==> src/hw/rtl/xmt_pkg.sv <==
`timescale 1ns / 1ps
package xmt_pkg;

  localparam int ENTITY_MAX_DEF = 8;
  localparam int RES_MAX = 3;

  typedef enum logic [2:0] {
    MODE_IDLE   = 3'd0,
    MODE_NAME   = 3'd1,
    MODE_STRING = 3'd2,
    MODE_AFTLT  = 3'd3,
    MODE_ENTITY = 3'd4
  } lex_mode_t;

  typedef enum logic [3:0] {
    TOK_END      = 4'd0,
    TOK_EQUALS   = 4'd1,
    TOK_CLOSE    = 4'd2,
    TOK_OPEN     = 4'd3,
    TOK_COMMENT  = 4'd4,
    TOK_CLOSETAG = 4'd5,
    TOK_DECL     = 4'd6,
    TOK_NAME     = 4'd7,
    TOK_STRING   = 4'd8,
    TOK_UNREC    = 4'd9
  } tok_kind_t;

  localparam logic [7:0] CH_AMP   = "&";
  localparam logic [7:0] CH_SEMI  = ";";
  localparam logic [7:0] CH_LT    = "<";
  localparam logic [7:0] CH_GT    = ">";
  localparam logic [7:0] CH_QUOTE = "\"";
  localparam logic [7:0] CH_EQ    = "=";
  localparam logic [7:0] CH_BANG  = "!";
  localparam logic [7:0] CH_SLASH = "/";
  localparam logic [7:0] CH_QUEST = "?";
  localparam logic [7:0] CH_UNDER = "_";
  localparam logic [7:0] CH_COLON = ":";
  localparam logic [7:0] CH_SPACE = " ";

  localparam logic [15:0] ENT_LT   = "lt";
  localparam logic [15:0] ENT_GT   = "gt";
  localparam logic [23:0] ENT_AMP  = "amp";
  localparam logic [31:0] ENT_QUOT = "quot";

  typedef struct packed {
    tok_kind_t   kind;
    logic [7:0]  char_value;
    logic        has_char;
    logic        token_done;
  } tok_res_t;

  typedef struct packed {
    logic [1:0]          cnt;
    tok_res_t [2:0]      res;
  } tok_grp_t;

  typedef struct packed {
    lex_mode_t           mode;
    logic [1:0]          n;
    logic                clear;
    tok_res_t [2:0]      res;
  } lex_pass_t;

  function automatic logic is_name_char(logic [7:0] c);
    return (c inside {["A":"Z"], ["a":"z"], ["0":"9"], CH_UNDER, CH_COLON});
  endfunction

  function automatic tok_res_t mk_res(tok_kind_t k, logic [7:0] c, logic h, logic d);
    tok_res_t r;
    r.kind       = k;
    r.char_value = c;
    r.has_char   = h;
    r.token_done = d;
    return r;
  endfunction

  // One decoded character through the token machine. A name or a pending
  // open that is ended by this character hands it on to the idle rules.
  function automatic lex_pass_t lex_pass(lex_mode_t mode, logic [7:0] ch,
                                         logic esc, logic eof);
    lex_pass_t o;
    logic      retry;
    tok_kind_t k;
    o       = '0;
    o.mode  = MODE_IDLE;
    retry   = 1'b0;
    k       = TOK_UNREC;
    case (mode)
      MODE_NAME: begin
        if (!eof && !esc && is_name_char(ch)) begin
          o.res[0] = mk_res(TOK_NAME, ch, 1'b1, 1'b0);
          o.mode   = MODE_NAME;
        end else begin
          o.res[0] = mk_res(TOK_NAME, 8'd0, 1'b0, 1'b1);
          retry    = 1'b1;
        end
        o.n = 2'd1;
      end
      MODE_STRING: begin
        if (eof) begin
          o.res[0] = mk_res(TOK_STRING, 8'd0, 1'b0, 1'b1);
          retry    = 1'b1;
        end else if (!esc && ch == CH_QUOTE) begin
          o.res[0] = mk_res(TOK_STRING, 8'd0, 1'b0, 1'b1);
        end else begin
          o.res[0] = mk_res(TOK_STRING, ch, 1'b1, 1'b0);
          o.mode   = MODE_STRING;
        end
        o.n = 2'd1;
      end
      MODE_AFTLT: begin
        if (!eof && !esc && (ch == CH_BANG || ch == CH_SLASH || ch == CH_QUEST)) begin
          if (ch == CH_BANG) begin
            k = TOK_COMMENT;
          end else if (ch == CH_SLASH) begin
            k = TOK_CLOSETAG;
          end else begin
            k = TOK_DECL;
          end
          o.res[0] = mk_res(k, 8'd0, 1'b0, 1'b1);
        end else begin
          o.res[0] = mk_res(TOK_OPEN, 8'd0, 1'b0, 1'b1);
          retry    = 1'b1;
        end
        o.n = 2'd1;
      end
      default: begin
        retry = 1'b1;
      end
    endcase
    if (retry) begin
      o.mode = MODE_IDLE;
      if (eof) begin
        o.res[o.n] = mk_res(TOK_END, 8'd0, 1'b0, 1'b1);
        o.n        = o.n + 2'd1;
        o.clear    = 1'b1;
      end else if (esc) begin
        o.res[o.n] = mk_res(TOK_UNREC, 8'd0, 1'b0, 1'b1);
        o.n        = o.n + 2'd1;
      end else if (ch <= CH_SPACE) begin
        o.mode = MODE_IDLE;
      end else if (ch == CH_EQ) begin
        o.res[o.n] = mk_res(TOK_EQUALS, 8'd0, 1'b0, 1'b1);
        o.n        = o.n + 2'd1;
      end else if (ch == CH_GT) begin
        o.res[o.n] = mk_res(TOK_CLOSE, 8'd0, 1'b0, 1'b1);
        o.n        = o.n + 2'd1;
      end else if (ch == CH_LT) begin
        o.mode = MODE_AFTLT;
      end else if (is_name_char(ch)) begin
        o.res[o.n] = mk_res(TOK_NAME, ch, 1'b1, 1'b0);
        o.n        = o.n + 2'd1;
        o.mode     = MODE_NAME;
      end else if (ch == CH_QUOTE) begin
        o.mode = MODE_STRING;
      end else begin
        o.res[o.n] = mk_res(TOK_UNREC, 8'd0, 1'b0, 1'b1);
        o.n        = o.n + 2'd1;
      end
    end
    return o;
  endfunction

endpackage

==> src/hw/rtl/xmt_if.sv <==
`timescale 1ns / 1ps
interface xmt_in_if;
  logic       valid;
  logic       ready;
  logic [7:0] byte_in;
  logic       end_of_input;
  modport source (output valid, output byte_in, output end_of_input, input ready);
  modport sink (input valid, input byte_in, input end_of_input, output ready);
endinterface

interface xmt_out_if;
  logic       valid;
  logic       ready;
  logic [3:0] token_kind;
  logic [7:0] char_value;
  logic       has_char;
  logic       token_done;
  logic       last_in_run;
  modport source (output valid, output token_kind, output char_value, output has_char,
                  output token_done, output last_in_run, input ready);
  modport sink (input valid, input token_kind, input char_value, input has_char,
                input token_done, input last_in_run, output ready);
endinterface

==> src/hw/rtl/xmt_lexer.sv <==
`timescale 1ns / 1ps
module xmt_lexer #(
  parameter int ENTITY_MAX = xmt_pkg::ENTITY_MAX_DEF
) (
  input  logic              clk,
  input  logic              rst_n,
  input  logic              req_fire,
  input  logic [7:0]        byte_in,
  input  logic              end_of_input,
  output xmt_pkg::tok_grp_t grp
);
  import xmt_pkg::*;

  localparam int IDXW = $clog2(ENTITY_MAX);
  localparam int LENW = $clog2(ENTITY_MAX + 1);

  lex_mode_t       mode_r, mode_nxt;
  lex_mode_t       resume_r, resume_nxt;
  logic [LENW-1:0] len_r, len_nxt;
  logic            ovf_r, ovf_nxt;
  logic [7:0]      text_r [ENTITY_MAX];
  logic            text_we;

  logic       eof;
  logic       ent_lt, ent_gt, ent_quot, ent_amp;
  logic [7:0] ent_ch;
  logic       ent_esc;
  lex_pass_t  p1, p2;
  logic [1:0] j;

  assign eof = end_of_input || (byte_in == 8'd0);

  assign ent_lt   = !ovf_r && len_r == LENW'(2) && {text_r[0], text_r[1]} == ENT_LT;
  assign ent_gt   = !ovf_r && len_r == LENW'(2) && {text_r[0], text_r[1]} == ENT_GT;
  assign ent_amp  = !ovf_r && len_r == LENW'(3)
                    && {text_r[0], text_r[1], text_r[2]} == ENT_AMP;
  assign ent_quot = !ovf_r && len_r == LENW'(4)
                    && {text_r[0], text_r[1], text_r[2], text_r[3]} == ENT_QUOT;

  always_comb begin
    ent_esc = 1'b1;
    ent_ch  = CH_AMP;
    if (ent_lt) begin
      ent_ch = CH_LT;
    end else if (ent_gt) begin
      ent_ch = CH_GT;
    end else if (ent_quot) begin
      ent_ch = CH_QUOTE;
    end else if (!ent_amp) begin
      ent_esc = 1'b0;
    end
  end

  always_comb begin
    mode_nxt   = mode_r;
    resume_nxt = resume_r;
    len_nxt    = len_r;
    ovf_nxt    = ovf_r;
    text_we    = 1'b0;
    p1         = '0;
    p2         = '0;
    if (req_fire) begin
      if (mode_r == MODE_ENTITY) begin
        if (eof) begin
          p1       = lex_pass(resume_r, CH_AMP, 1'b0, 1'b0);
          p2       = lex_pass(p1.mode, 8'd0, 1'b0, 1'b1);
          mode_nxt = p2.mode;
        end else if (byte_in == CH_SEMI) begin
          p1       = lex_pass(resume_r, ent_ch, ent_esc, 1'b0);
          mode_nxt = p1.mode;
          len_nxt  = '0;
          ovf_nxt  = 1'b0;
        end else if (len_r < LENW'(ENTITY_MAX)) begin
          text_we = 1'b1;
          len_nxt = len_r + LENW'(1);
        end else begin
          ovf_nxt = 1'b1;
        end
      end else if (eof) begin
        p1       = lex_pass(mode_r, 8'd0, 1'b0, 1'b1);
        mode_nxt = p1.mode;
      end else if (byte_in == CH_AMP) begin
        resume_nxt = (mode_r <= MODE_AFTLT) ? mode_r : MODE_IDLE;
        mode_nxt   = MODE_ENTITY;
        len_nxt    = '0;
        ovf_nxt    = 1'b0;
      end else begin
        p1       = lex_pass(mode_r, byte_in, 1'b0, 1'b0);
        mode_nxt = p1.mode;
      end
      if (p1.clear || p2.clear) begin
        mode_nxt   = MODE_IDLE;
        resume_nxt = MODE_IDLE;
        len_nxt    = '0;
        ovf_nxt    = 1'b0;
      end
    end
  end

  always_comb begin
    grp     = '0;
    grp.cnt = p1.n + p2.n;
    j       = '0;
    for (int i = 0; i < RES_MAX; i++) begin
      j = 2'(i) - p1.n;
      if (2'(i) < p1.n) begin
        grp.res[i] = p1.res[i];
      end else if (j < p2.n) begin
        grp.res[i] = p2.res[j];
      end
    end
  end

  always_ff @(posedge clk) begin
    if (!rst_n) begin
      mode_r   <= MODE_IDLE;
      resume_r <= MODE_IDLE;
      len_r    <= '0;
      ovf_r    <= 1'b0;
    end else begin
      mode_r   <= mode_nxt;
      resume_r <= resume_nxt;
      len_r    <= len_nxt;
      ovf_r    <= ovf_nxt;
    end
  end

  always_ff @(posedge clk) begin
    if (text_we) begin
      text_r[len_r[IDXW-1:0]] <= byte_in;
    end
  end

endmodule

==> src/hw/rtl/xml_markup_tokenizer_unit.sv <==
`timescale 1ns / 1ps
// XML markup tokenizer. The in_ch channel carries one raw byte per request,
// with an end flag; a zero byte also ends the stream. Entities are decoded
// in line and the decoded characters drive the token machine.
// The out_ch channel carries token items: a kind, a character for name and
// string characters, a flag on the item that completes a token, and a flag
// on the last item that one input byte caused. A byte causes zero to three
// items, in order.
// Items of an accepted byte are registered in the result queue before they
// are offered. Input bytes are taken one per cycle while each gives at most
// one item and the receiver does not stall; a byte that gives several items
// holds the output port until all of them are taken, and the two-entry
// result queue sets how far the input runs ahead of the output.
// When the receiver stalls, the queue holds its items and in_ch.ready drops
// once both entries are in use; nothing is lost or repeated.
// Synchronous reset returns the lexer to idle with no pending entity and
// empties the result queue. After an end item the lexer is back in its
// reset state and the next byte starts a new stream.
module xml_markup_tokenizer_unit #(
  parameter int ENTITY_MAX = xmt_pkg::ENTITY_MAX_DEF
) (
  input logic      clk,
  input logic      rst_n,
  xmt_in_if.sink   in_ch,
  xmt_out_if.source out_ch
);
  import xmt_pkg::*;

  logic       in_fire, out_fire, push, pop;
  tok_grp_t   grp;
  tok_grp_t   q_r [2];
  logic       wr_ptr_r, rd_ptr_r;
  logic [1:0] cnt_r, cnt_nxt;
  logic [1:0] idx_r;
  tok_grp_t   cur;
  tok_res_t   res;

  assign in_ch.ready = (cnt_r != 2'd2);
  assign in_fire     = in_ch.valid && in_ch.ready;

  xmt_lexer #(
    .ENTITY_MAX(ENTITY_MAX)
  ) u_lexer (
    .clk          (clk),
    .rst_n        (rst_n),
    .req_fire     (in_fire),
    .byte_in      (in_ch.byte_in),
    .end_of_input (in_ch.end_of_input),
    .grp          (grp)
  );

  assign cur = q_r[rd_ptr_r];
  assign res = cur.res[idx_r];

  assign out_ch.valid       = (cnt_r != 2'd0);
  assign out_ch.token_kind  = res.kind;
  assign out_ch.char_value  = res.char_value;
  assign out_ch.has_char    = res.has_char;
  assign out_ch.token_done  = res.token_done;
  assign out_ch.last_in_run = (idx_r == cur.cnt - 2'd1);

  assign out_fire = out_ch.valid && out_ch.ready;
  assign pop      = out_fire && out_ch.last_in_run;
  assign push     = in_fire && (grp.cnt != 2'd0);

  always_comb begin
    cnt_nxt = cnt_r;
    if (push && !pop) begin
      cnt_nxt = cnt_r + 2'd1;
    end else if (pop && !push) begin
      cnt_nxt = cnt_r - 2'd1;
    end
  end

  always_ff @(posedge clk) begin
    if (!rst_n) begin
      wr_ptr_r <= 1'b0;
      rd_ptr_r <= 1'b0;
      cnt_r    <= 2'd0;
      idx_r    <= 2'd0;
    end else begin
      cnt_r <= cnt_nxt;
      if (push) begin
        wr_ptr_r <= !wr_ptr_r;
      end
      if (pop) begin
        rd_ptr_r <= !rd_ptr_r;
        idx_r    <= 2'd0;
      end else if (out_fire) begin
        idx_r <= idx_r + 2'd1;
      end
    end
  end

  always_ff @(posedge clk) begin
    if (push) begin
      q_r[wr_ptr_r] <= grp;
    end
  end

endmodule
==> src/flat_wrapper.sv <==
// flat-port wrapper written by rule: the top's interface ports become plain ports
module xml_markup_tokenizer_unit_flat import xmt_pkg::*;
#(
  parameter int ENTITY_MAX = xmt_pkg::ENTITY_MAX_DEF
)
  (clk, rst_n, in_ch_valid, in_ch_byte_in, in_ch_end_of_input, in_ch_ready, out_ch_valid, out_ch_token_kind, out_ch_char_value, out_ch_has_char, out_ch_token_done, out_ch_last_in_run, out_ch_ready);
  xmt_in_if in_ch_i ();
  xmt_out_if out_ch_i ();
  input logic clk;
  input logic rst_n;
  input wire logic [$bits(in_ch_i.valid)-1:0] in_ch_valid;
  input wire logic [$bits(in_ch_i.byte_in)-1:0] in_ch_byte_in;
  input wire logic [$bits(in_ch_i.end_of_input)-1:0] in_ch_end_of_input;
  output wire logic [$bits(in_ch_i.ready)-1:0] in_ch_ready;
  output wire logic [$bits(out_ch_i.valid)-1:0] out_ch_valid;
  output wire logic [$bits(out_ch_i.token_kind)-1:0] out_ch_token_kind;
  output wire logic [$bits(out_ch_i.char_value)-1:0] out_ch_char_value;
  output wire logic [$bits(out_ch_i.has_char)-1:0] out_ch_has_char;
  output wire logic [$bits(out_ch_i.token_done)-1:0] out_ch_token_done;
  output wire logic [$bits(out_ch_i.last_in_run)-1:0] out_ch_last_in_run;
  input wire logic [$bits(out_ch_i.ready)-1:0] out_ch_ready;
  assign in_ch_i.valid = in_ch_valid;
  assign in_ch_i.byte_in = in_ch_byte_in;
  assign in_ch_i.end_of_input = in_ch_end_of_input;
  assign in_ch_ready = in_ch_i.ready;
  assign out_ch_valid = out_ch_i.valid;
  assign out_ch_token_kind = out_ch_i.token_kind;
  assign out_ch_char_value = out_ch_i.char_value;
  assign out_ch_has_char = out_ch_i.has_char;
  assign out_ch_token_done = out_ch_i.token_done;
  assign out_ch_last_in_run = out_ch_i.last_in_run;
  assign out_ch_i.ready = out_ch_ready;
  xml_markup_tokenizer_unit #(.ENTITY_MAX(ENTITY_MAX)) u_core (.clk(clk), .rst_n(rst_n), .in_ch(in_ch_i), .out_ch(out_ch_i));
endmodule
==> config.mk <==
export PLATFORM = sky130hd
export DESIGN_NAME = xml_markup_tokenizer_unit_flat
export DESIGN_NICKNAME = d
export VERILOG_FILES = /design/src/hw/rtl/xmt_pkg.sv /design/src/hw/rtl/xmt_if.sv /design/src/hw/rtl/xmt_lexer.sv /design/src/hw/rtl/xml_markup_tokenizer_unit.sv /design/src/flat_wrapper.sv
export SDC_FILE = /design/constraint.sdc
export NUM_CORES = 1
export LEC_CHECK = 0
export BUFFER_PORTS_ARGS = -buffer_cell sky130_fd_sc_hd__buf_2
export CORE_UTILIZATION = 50
export DETAILED_ROUTE_END_ITERATION = 16
export HOLD_SLACK_MARGIN = 0.08
export PLACE_DENSITY = 0.78
export SLEW_MARGIN = 20
export SYNTH_ARGS = -nofsm -noshare
export SYNTH_HDL_FRONTEND = slang
export SYNTH_HIERARCHICAL = 1
export SYNTH_SLANG_ARGS = --single-unit
export TNS_END_PERCENT = 1
==> constraint.sdc <==
create_clock -name clk -period 8.86 [get_ports clk]
set_clock_uncertainty 0.15 [all_clocks]
set_input_delay 1.772 -clock clk [delete_from_list [all_inputs] [get_ports clk]]
set_output_delay 1.772 -clock clk [all_outputs]
set_load 0.05 [all_outputs]
==> flow_summary.ini, run 1 <==
[cts]
post_cts_buffers = 0
clockBufferDepth = 2
cts-hold-fix-buffers = 0
ctsHtreeMaxLevel = 4
cts_resized = 0
cts_tree = yes
clkLatencyLatePin_ns = 0.42
cts_num_sinks = 138
root_buffer = clkbuf_16
clk_pin_slew_ns = 0.05
cts_buffers = 17

[cells_and_area]
n_fill_cell = 1082
nNetsFinal = 629
final_cell_mix = edfxtp_1, nor2_1, nand2_1
multi_input_area_mm2 = 0.00270
final_util_pct = 57.6
layout-drive-gt1-share_pct = 14.6
area_growth_pct = 11.1
final_common_cell = edfxtp_1
seqCellArea_mm2 = 0.00397
n_antenna_cell = 0

[grt]
grt.total_usage_pct = 23.4
grt_pass1_vias = 4755
grt_max_degree = 45
grt_antenna_before_repair = 0
grt_pass1_wl_um = 24800
grt_overflow = 0

[routing]
wl_met1_um = 6500
drc = 0
route.antenna.remaining_nets = 0
dr.pass1.iters = 5
met2_length_um = 7930
dr.first_iter.drc_count = 526
met3_length_um = 814
top_layer = met4
vias = 4791
wire_per_inst_um = 19.8
viasPerCell = 6.06
routed_wl_um = 15700

[logic_synthesis]
syn_inst = 578
synth-seq-cells = 138
ys_top_cells_by_area = edfxtp_1, dfxtp_1, mux4_2
synth_seq_area_share_pct = 57.1
avgSynthCellArea_um2 = 12.0
synth.distinct_cells = 70
synthAdderAreaFrac_pct = 2.52
synth_largest_area_cell = edfxtp_1
synth-warning-count = 6
synth_edf_count = 120
synth-compound-area-share_pct = 10.3
synth_top_family_by_area = simple AND/OR/NAND/NOR gates
synth-xor-area-share_pct = 0.991
synth_ff_type = edfxtp_1
synthArstFlopShare_pct = 0
synth_simple_gate_area_share_pct = 16.4
synth_area_mm2 = 0.00694
yosysTopAreaCellShare_pct = 51.9
synthMuxAreaShare_pct = 7.57

[setup_path]
rrSetupSlack_ns = 3.35
max_stage_delay_ns = 0.59
crit_path_end_kind = flip-flop
cp.buffers_inverters = 3
cp.arrival_ns = 6.29
crit_type = in2reg
timing.rr.end = u_core/q_r[0][8]
cp-startpoint = in_ch_byte_in[1]
cp_max_fo = 26
ff2ff_path_depth = 13
r2r_start = u_core/u_lexer/mode_r[0]
crit_chain = buf_2 -> nand4b_1 -> a311oi_1 -> nand2_1 -> and3_1 -> o41ai_1 -> or3b_1 -> inv_1 -> ha_1 -> xnor2_1 -> o211a_1 -> nor2b_4 -> buf_4
crit_required_ns = 8.79
start_kind = input port
cp_slowest_cell = o41ai_1
critPathTopFamily = simple AND/OR/NAND/NOR gates

[floorplan]
die_w_um = 120
die_h_um = 120
dieArea_mm2 = 0.0144
start_util_pct = 51.8
io-pin-count = 30
row_count = 42
core_area_mm2 = 0.0134

[power_and_ir_drop]
p_comb_share_pct = 19.1
pwr-share-seq_pct = 44.9
p_switching_uw = 520
p_leak_nw = 2.66
vdd_ir_drop_max_uv = 166
intPower_mw = 1.24
p_per_area_mw_per_mm2 = 229
p_clk_share_pct = 36.1
switching_share_pct = 29.5

[place]
gp_congestion = 0.914
dp_hpwl_um = 10900
pre_cts_slack_ns = 2.17
io_buffer_count = 29

[min_path]
min_path_type = reg2reg
hold_path.startpoint = u_core/u_lexer/ovf_r
min_path_cells = 2
hold_end = u_core/u_lexer/ovf_r

[run_status]
status = finished clean

[sta]
rsz0062_at_grt = no
fmax_mhz = 157
setup_slack_ns = 2.50
tightestPinTransition_ns = 1.03
period_needed_ns = 6.36
final.setup.tns_ns = 0
relSlewSlack_pct = 31.6
hold_viol_final = 0
finalCritPeriodShare_pct = 71.7
drv_slew = 0
setup_violations = 0

[flow_run]
maxCapViolations = 0
-- how the worst max path moves through the flow --
stage	endpoint	cells past startpoint	slack (ns)
after floorplan	u_core/q_r[0][0]	15	1.56
after global placement	u_core/q_r[0][22]	13	2.32
after detailed placement	u_core/q_r[0][22]	13	2.17
after CTS	u_core/q_r[0][22]	15	2.57
after global routing	u_core/q_r[0][22]	13	2.10
final	u_core/q_r[0][8]	13	2.50
-- flip-flops by register name, indices dropped and copies added (netlist names), 2 cells and up, named ones only --
name                     count
u_core/cnt_r                 2
u_core/u_lexer/mode_r        3
u_core/u_lexer/resume_r      3
u_core/q_r                  88
u_core/idx_r                 2
u_core/u_lexer/len_r         4
u_core/u_lexer/text_r       32
-- worst register-to-register path: stages, from the launching register on --
cell and delay (ns):
dfxtp_1 0.39, o21bai_1 0.56, clkinv_1 0.47, ha_1 0.36, nor2b_1 0.14, o21a_1 0.21
o41ai_1 0.64, or3b_1 0.31, inv_1 0.10, ha_1 0.33, xnor2_1 0.24, o211a_1 0.29
nor2b_4 0.53, buf_4 0.44
-- cell families after synthesis --
kind of cell    after synthesis
simple gates                204
flops                       138
compound gates              107
buf+inv                      72
mux                          35
fa+ha+maj                    14
xor+xnor                      7
other cells                   1
-- layout make-up --
class | instances | share of cell area (%)
clock buffers | 19 | 5.61
clock inverters | 13 | 1.31
inverters | 31 | 1.51
multi-input cells | 381 | 35.0
flip-flops and latches | 138 | 51.4
well taps | 176 | 2.85
repair buffers | 33 | 2.27
-- power groups by stage --
stage,Combinational [mW],Sequential (mW),Clock (mW)
3_3_place_gp,0.326,0.800,0
4_1_cts,0.336,0.792,0.649
3_5_place_dp,0.333,0.805,0
2_1_floorplan,0.281,0.781,0
5_1_grt,0.361,0.796,0.672
6_report,0.336,0.791,0.637
-- cells in the mapped netlist, drive strengths merged (14+ instances only) --
master and number:
buf 25, nor3 16, o21ai 16, mux4 14, a21oi 27, dfxtp 18, mux2i 21, clkbuf 16
o22ai 15, inv 30, ha 14, nor2 40, nand2 38, edfxtp 120
-- routing by layer --
layer | GRT usage (%) | up-vias
met5 | 0 | -
met4 | 11.3 | 0
met3 | 5.42 | 35
met2 | 39.9 | 190
met1 | 27.8 | 2345
li1 | - | 2221
-- through the flow --
stage	cell area, µm²	instances	power, mW	hold WS, ns
floorplan	6990	591	1.06	0.288
global placement	7160	759	1.13	0.305
detailed placement	7170	759	1.14	0.324
CTS	7700	791	1.78	0.338
global route	7710	791	1.83	0.358
finish	7710	791	1.76	0.324
Note: power is estimated with default switching activity, not from simulation.
==> run 2: changes to the inputs <==
Settings changed: ABC_AREA set to 1.
Clock period 8.86 ns to 6.53 ns, I/O delays scaled along.
==> flow_summary.ini, run 2 <==
[run_status]
status = finished clean

[cts]
cts_tree = yes
cts_num_sinks = 138
post_cts_buffers = 0
clkLatencyLatePin_ns = 0.42
cts_buffers = 17
root_buffer = clkbuf_16
cts-hold-fix-buffers = 0
ctsHtreeMaxLevel = 4
clockBufferDepth = 2
clk_pin_slew_ns = 0.06
cts_resized = 0

[logic_synthesis]
syn_inst = 797
synth_edf_count = 120
synth_area_mm2 = 0.00721
avgSynthCellArea_um2 = 9.04
synth_ff_type = edfxtp_1
synth_most_common_cell = nand2_1
synth_largest_area_cell = edfxtp_1
ys_top_cells_by_area = edfxtp_1, nand2_1, nor2_1
yosysTopAreaCellShare_pct = 50.0
synth-seq-cells = 138
synth_seq_area_share_pct = 55.0
synth.distinct_cells = 45
synthArstFlopShare_pct = 0
synthTopCellsByCount = nand2_1, nor2_1, edfxtp_1
synth-warning-count = 6

[routing]
viasPerCell = 5.36
dr.first_iter.drc_count = 570
dr.pass1.iters = 4
drc = 0
vias = 5499
wire_per_inst_um = 14.9
routed_wl_um = 15300
route.antenna.remaining_nets = 0

[cells_and_area]
nNetsFinal = 859
layout-drive-gt1-share_pct = 13.6
n_fill_cell = 1207
final_common_cell = nand2_1
top_register = u_core/q_r
n_antenna_cell = 0
largest_reg_flops = 88
area_growth_pct = 11.9
stdcell_count = 1025
final_cell_mix = nand2_1, nor2_1, edfxtp_1

[floorplan]
core_area_mm2 = 0.0140
die_h_um = 122
dieArea_mm2 = 0.0149
die_w_um = 122
start_util_pct = 51.5
io-pin-count = 30
row_count = 43

[sta]
period_needed_ns = 4.67
setup_violations = 0
final.setup.tns_ns = 0
fmax_mhz = 214
hold_viol_final = 0
relSlewSlack_pct = 48.6
rsz0062_at_grt = no
finalCritPeriodShare_pct = 71.6
tightestPinTransition_ns = 0.768
drv_slew = 0

[setup_path]
cp.arrival_ns = 4.83
cp.buffers_inverters = 4
max_stage_delay_ns = 0.47
cp_max_fo = 12
crit_path_end_kind = flip-flop
crit_required_ns = 6.68
cp_slowest_cell = nor2_2
critPathTopFamily = simple AND/OR/NAND/NOR gates
crit_type = in2reg
crit_chain = buf_2 -> nor2_2 -> nand2_1 -> nor3_1 -> nor2_2 -> inv_4 -> nor2_2 -> nand2_1 -> nand2_1 -> nand3_2 -> inv_2 -> ha_1 -> xnor2_1 -> o21ai_1 -> inv_1 -> ha_1 -> a21oi_1 -> o21ai_0 -> o21ai_0 -> a21oi_1
start_kind = input port

[power_and_ir_drop]
p_per_area_mw_per_mm2 = 317
vdd_ir_drop_max_uv = 223
p_leak_nw = 3.19
total_power_mw = 2.56

[place]
dp_hpwl_um = 10900
io_buffer_count = 29
gp_congestion = 0.933
dp.cells = 993

[grt]
grt.total_usage_pct = 21.8
grt_antenna_before_repair = 0
grt_pass1_vias = 4918
grt_max_degree = 46
grt_overflow = 0
grt_pass1_wl_um = 24200

[flow_run]
maxCapViolations = 0

[min_path]
min_path_type = reg2reg
-- run 2: final timing paths --
kind                         startpoint                          to  slack (ns)  cells past startpoint
max reg2reg     u_core/u_lexer/len_r[1]             u_core/cnt_r[1]        2.38                     23
min reg2reg  u_core/u_lexer/resume_r[2]  u_core/u_lexer/resume_r[2]        0.31                      2
min          u_core/u_lexer/resume_r[2]  u_core/u_lexer/resume_r[2]        0.31                      2
max                    in_ch_byte_in[3]             u_core/cnt_r[1]        1.86                     20
-- run 2: per-layer routing --
layer / track usage, % / up-vias / wire, µm
met1: 28.1 / 2531 / 6800
met5: 0 / - / 0
met4: 11.0 / 0 / 360
li1: - / 2751 / -
met2: 34.4 / 191 / 7260
met3: 4.87 / 26 / 876
-- run 2: power breakdown --
group          total, mW  switching (mW)  leakage [nW]  internal (mW)
sequential          1.04          0.0258          1.25           1.02
clock              0.940           0.344         0.278          0.595
combinational      0.572           0.432          1.66          0.140
-- run 2: area by class of cell --
cell class / count / area, µm² / share of cell area (%)
multi-input combinational: 544 / 2740 / 33.9
sequential: 138 / 3960 / 49.1
tap: 180 / 225 / 2.79
inverter: 96 / 365 / 4.53
timing repair buffer: 35 / 190 / 2.36
clock buffer: 19 / 433 / 5.37
clock inverter: 13 / 153 / 1.89
-- run 2: stage by stage --
step / util, % / instance area (µm²) / worst slack, ns / hold slack, ns
floorplan: - / 7260 / 0.824 / 0.289
global placement: 53.5 / 7480 / 1.56 / 0.305
detailed placement: 53.5 / 7480 / 1.49 / 0.305
CTS: 57.6 / 8060 / 1.88 / 0.315
global route: 57.7 / 8070 / 1.56 / 0.344
finish: 57.7 / 8070 / 1.86 / 0.313
-- run 2: worst min-delay path: stages, from the launching register on --
cell     delay (ns)
dfxtp_1        0.33
nand2_1        0.06
nor2_1         0.04
-- run 2: logic make-up after synthesis --
group	synth area share, %
AOI/OAI and AO/OA	10.7
xor gates and xnor gates	0.365
adders and majority gates	2.43
buffers and inverters	7.97
DFF	55.0
other	0.0520
and+or+nand+nor	23.4
==> run 3: changes to the inputs <==
Clock period 6.53 ns to 4.35 ns, I/O delays scaled along.
==> flow_summary.ini, run 3 (synthesized netlist as in run 2, its figures left out) <==
[setup_path]
cp_max_fo = 4
timing.rr.end = u_core/cnt_r[1]
cp_common_cell = nand2_1
cp.arrival_ns = 4.08
crit_required_ns = 4.50
r2r_start = u_core/u_lexer/len_r[0]
critPathTopFamily = simple AND/OR/NAND/NOR gates
start_kind = input port
rrSetupSlack_ns = 0.43
cp_slowest_cell = ha_1
crit_type = in2reg
ff2ff_path_depth = 23
crit_path_end_kind = flip-flop
max_stage_delay_ns = 0.33
cp.buffers_inverters = 5

[cells_and_area]
n_fill_cell = 1178
final_common_cell = nand2_1
final_cell_mix = nand2_1, nor2_1, edfxtp_1
n_antenna_cell = 0
area_growth_pct = 15.5
largest_reg_flops = 88
final_util_pct = 59.5
seqCellArea_mm2 = 0.00396
top_register = u_core/q_r
nNetsFinal = 888
multi_input_area_mm2 = 0.00274
layout-drive-gt1-share_pct = 16.5

[min_path]
min_path_cells = 2
hold_path.startpoint = u_core/u_lexer/resume_r[2]
hold_end = u_core/u_lexer/resume_r[2]
min_path_type = reg2reg

[power_and_ir_drop]
p_switching_mw = 1.21
vdd_ir_drop_max_uv = 438
p_comb_share_pct = 22.7
p_clk_share_pct = 37.0
pwr-share-seq_pct = 40.2
total_power_mw = 3.92
p_per_area_mw_per_mm2 = 471
switching_share_pct = 30.9
p_leak_nw = 3.35
intPower_mw = 2.71

[cts]
clockBufferDepth = 2
clk_pin_slew_ns = 0.06
cts-hold-fix-buffers = 0
cts_buffers = 17
post_cts_buffers = 0
clkLatencyLatePin_ns = 0.42
cts_tree = yes
root_buffer = clkbuf_16
ctsHtreeMaxLevel = 4
cts_num_sinks = 138

[sta]
period_needed_ns = 3.93
relSlewSlack_pct = 49.6
hold_viol_final = 0
setup_violations = 0
hold_ws_ns = 0.312
setup_slack_ns = 0.424
fmax_mhz = 255
tightestPinTransition_ns = 0.754
finalCritPeriodShare_pct = 90.3
rsz0062_at_grt = no
drv_slew = 0

[routing]
viasPerCell = 5.37
drc = 0
routed_wl_um = 16600
route.antenna.remaining_nets = 0
wire_per_inst_um = 15.7
dr.pass1.iters = 5
vias = 5656
dr.first_iter.drc_count = 579

[floorplan]
die_h_um = 122
core_area_mm2 = 0.0140
die_w_um = 122
row_count = 43
start_util_pct = 51.5
dieArea_mm2 = 0.0149
io-pin-count = 30

[grt]
grt.total_usage_pct = 23.5
grt_overflow = 0
grt_antenna_before_repair = 0
grt_max_degree = 45
grt_pass1_vias = 5179
grt_pass1_wl_um = 26100

[flow_run]
maxCapViolations = 0

[place]
pre_cts_slack_ns = -0.0567
io_buffer_count = 29
gp_congestion = 0.967
dp_hpwl_um = 11600

[run_status]
status = finished clean
## run 3: layout make-up
type | instances | share of cell area, %
inverters | 96 | 4.39
flip-flops and latches | 138 | 47.6
multi-input cells | 544 | 32.9
clock inverters | 8 | 1.41
repair buffers | 64 | 5.20
clock buffers | 24 | 5.79
well taps | 180 | 2.71
## run 3: metrics by stage
stage                     TNS [ns]  cells  area (µm²)
after floorplan             -16.51    810        7260
after global placement           0   1022        7720
after detailed placement   -0.0567   1022        7720
after CTS                        0   1054        8320
after global routing             0   1054        8320
final                            0   1054        8320
## run 3: worst max path at each step
stage,cells past startpoint,startpoint,end,slack [ns]
global placement,25,in_ch_byte_in[7],u_core/cnt_r[1],0.05
floorplan,19,in_ch_byte_in[7],u_core/q_r[1][0],-0.20
CTS,23,u_core/u_lexer/len_r[0],u_core/cnt_r[1],0.32
finish,25,in_ch_byte_in[7],u_core/cnt_r[1],0.42
global route,23,u_core/u_lexer/len_r[0],u_core/cnt_r[1],0.01
detailed placement,25,in_ch_byte_in[7],u_core/cnt_r[1],-0.06
## run 3: repair_timing
action | 4_1_cts | 5_1_grt
endpoints found under the setup margin | 0 | 1
endpoints found under the hold margin | 0 | 0
resized for setup | 0 | 1
## run 3: power by group through the flow
stage	Combinational (mW)	Sequential (mW)	Clock (mW)
final	0.891	1.58	1.45
after global routing	0.975	1.58	1.52
after CTS	0.886	1.58	1.47
after detailed placement	0.881	1.60	0
after global placement	0.872	1.60	0
after floorplan	0.680	1.58	0
## run 3: tightest hold or removal path: stages (launching register included)
cell and delay (ns):
dfxtp_1 0.33, nand2_1 0.06, nor2_1 0.03
## run 3: routing by layer
metal | vias to the layer above | routed length (µm) | track usage [%]
li1 | 2807 | - | -
met1 | 2613 | 7480 | 31.0
met2 | 210 | 7790 | 37.6
met3 | 26 | 948 | 4.78
met4 | 0 | 338 | 10.4
met5 | - | 0 | 0
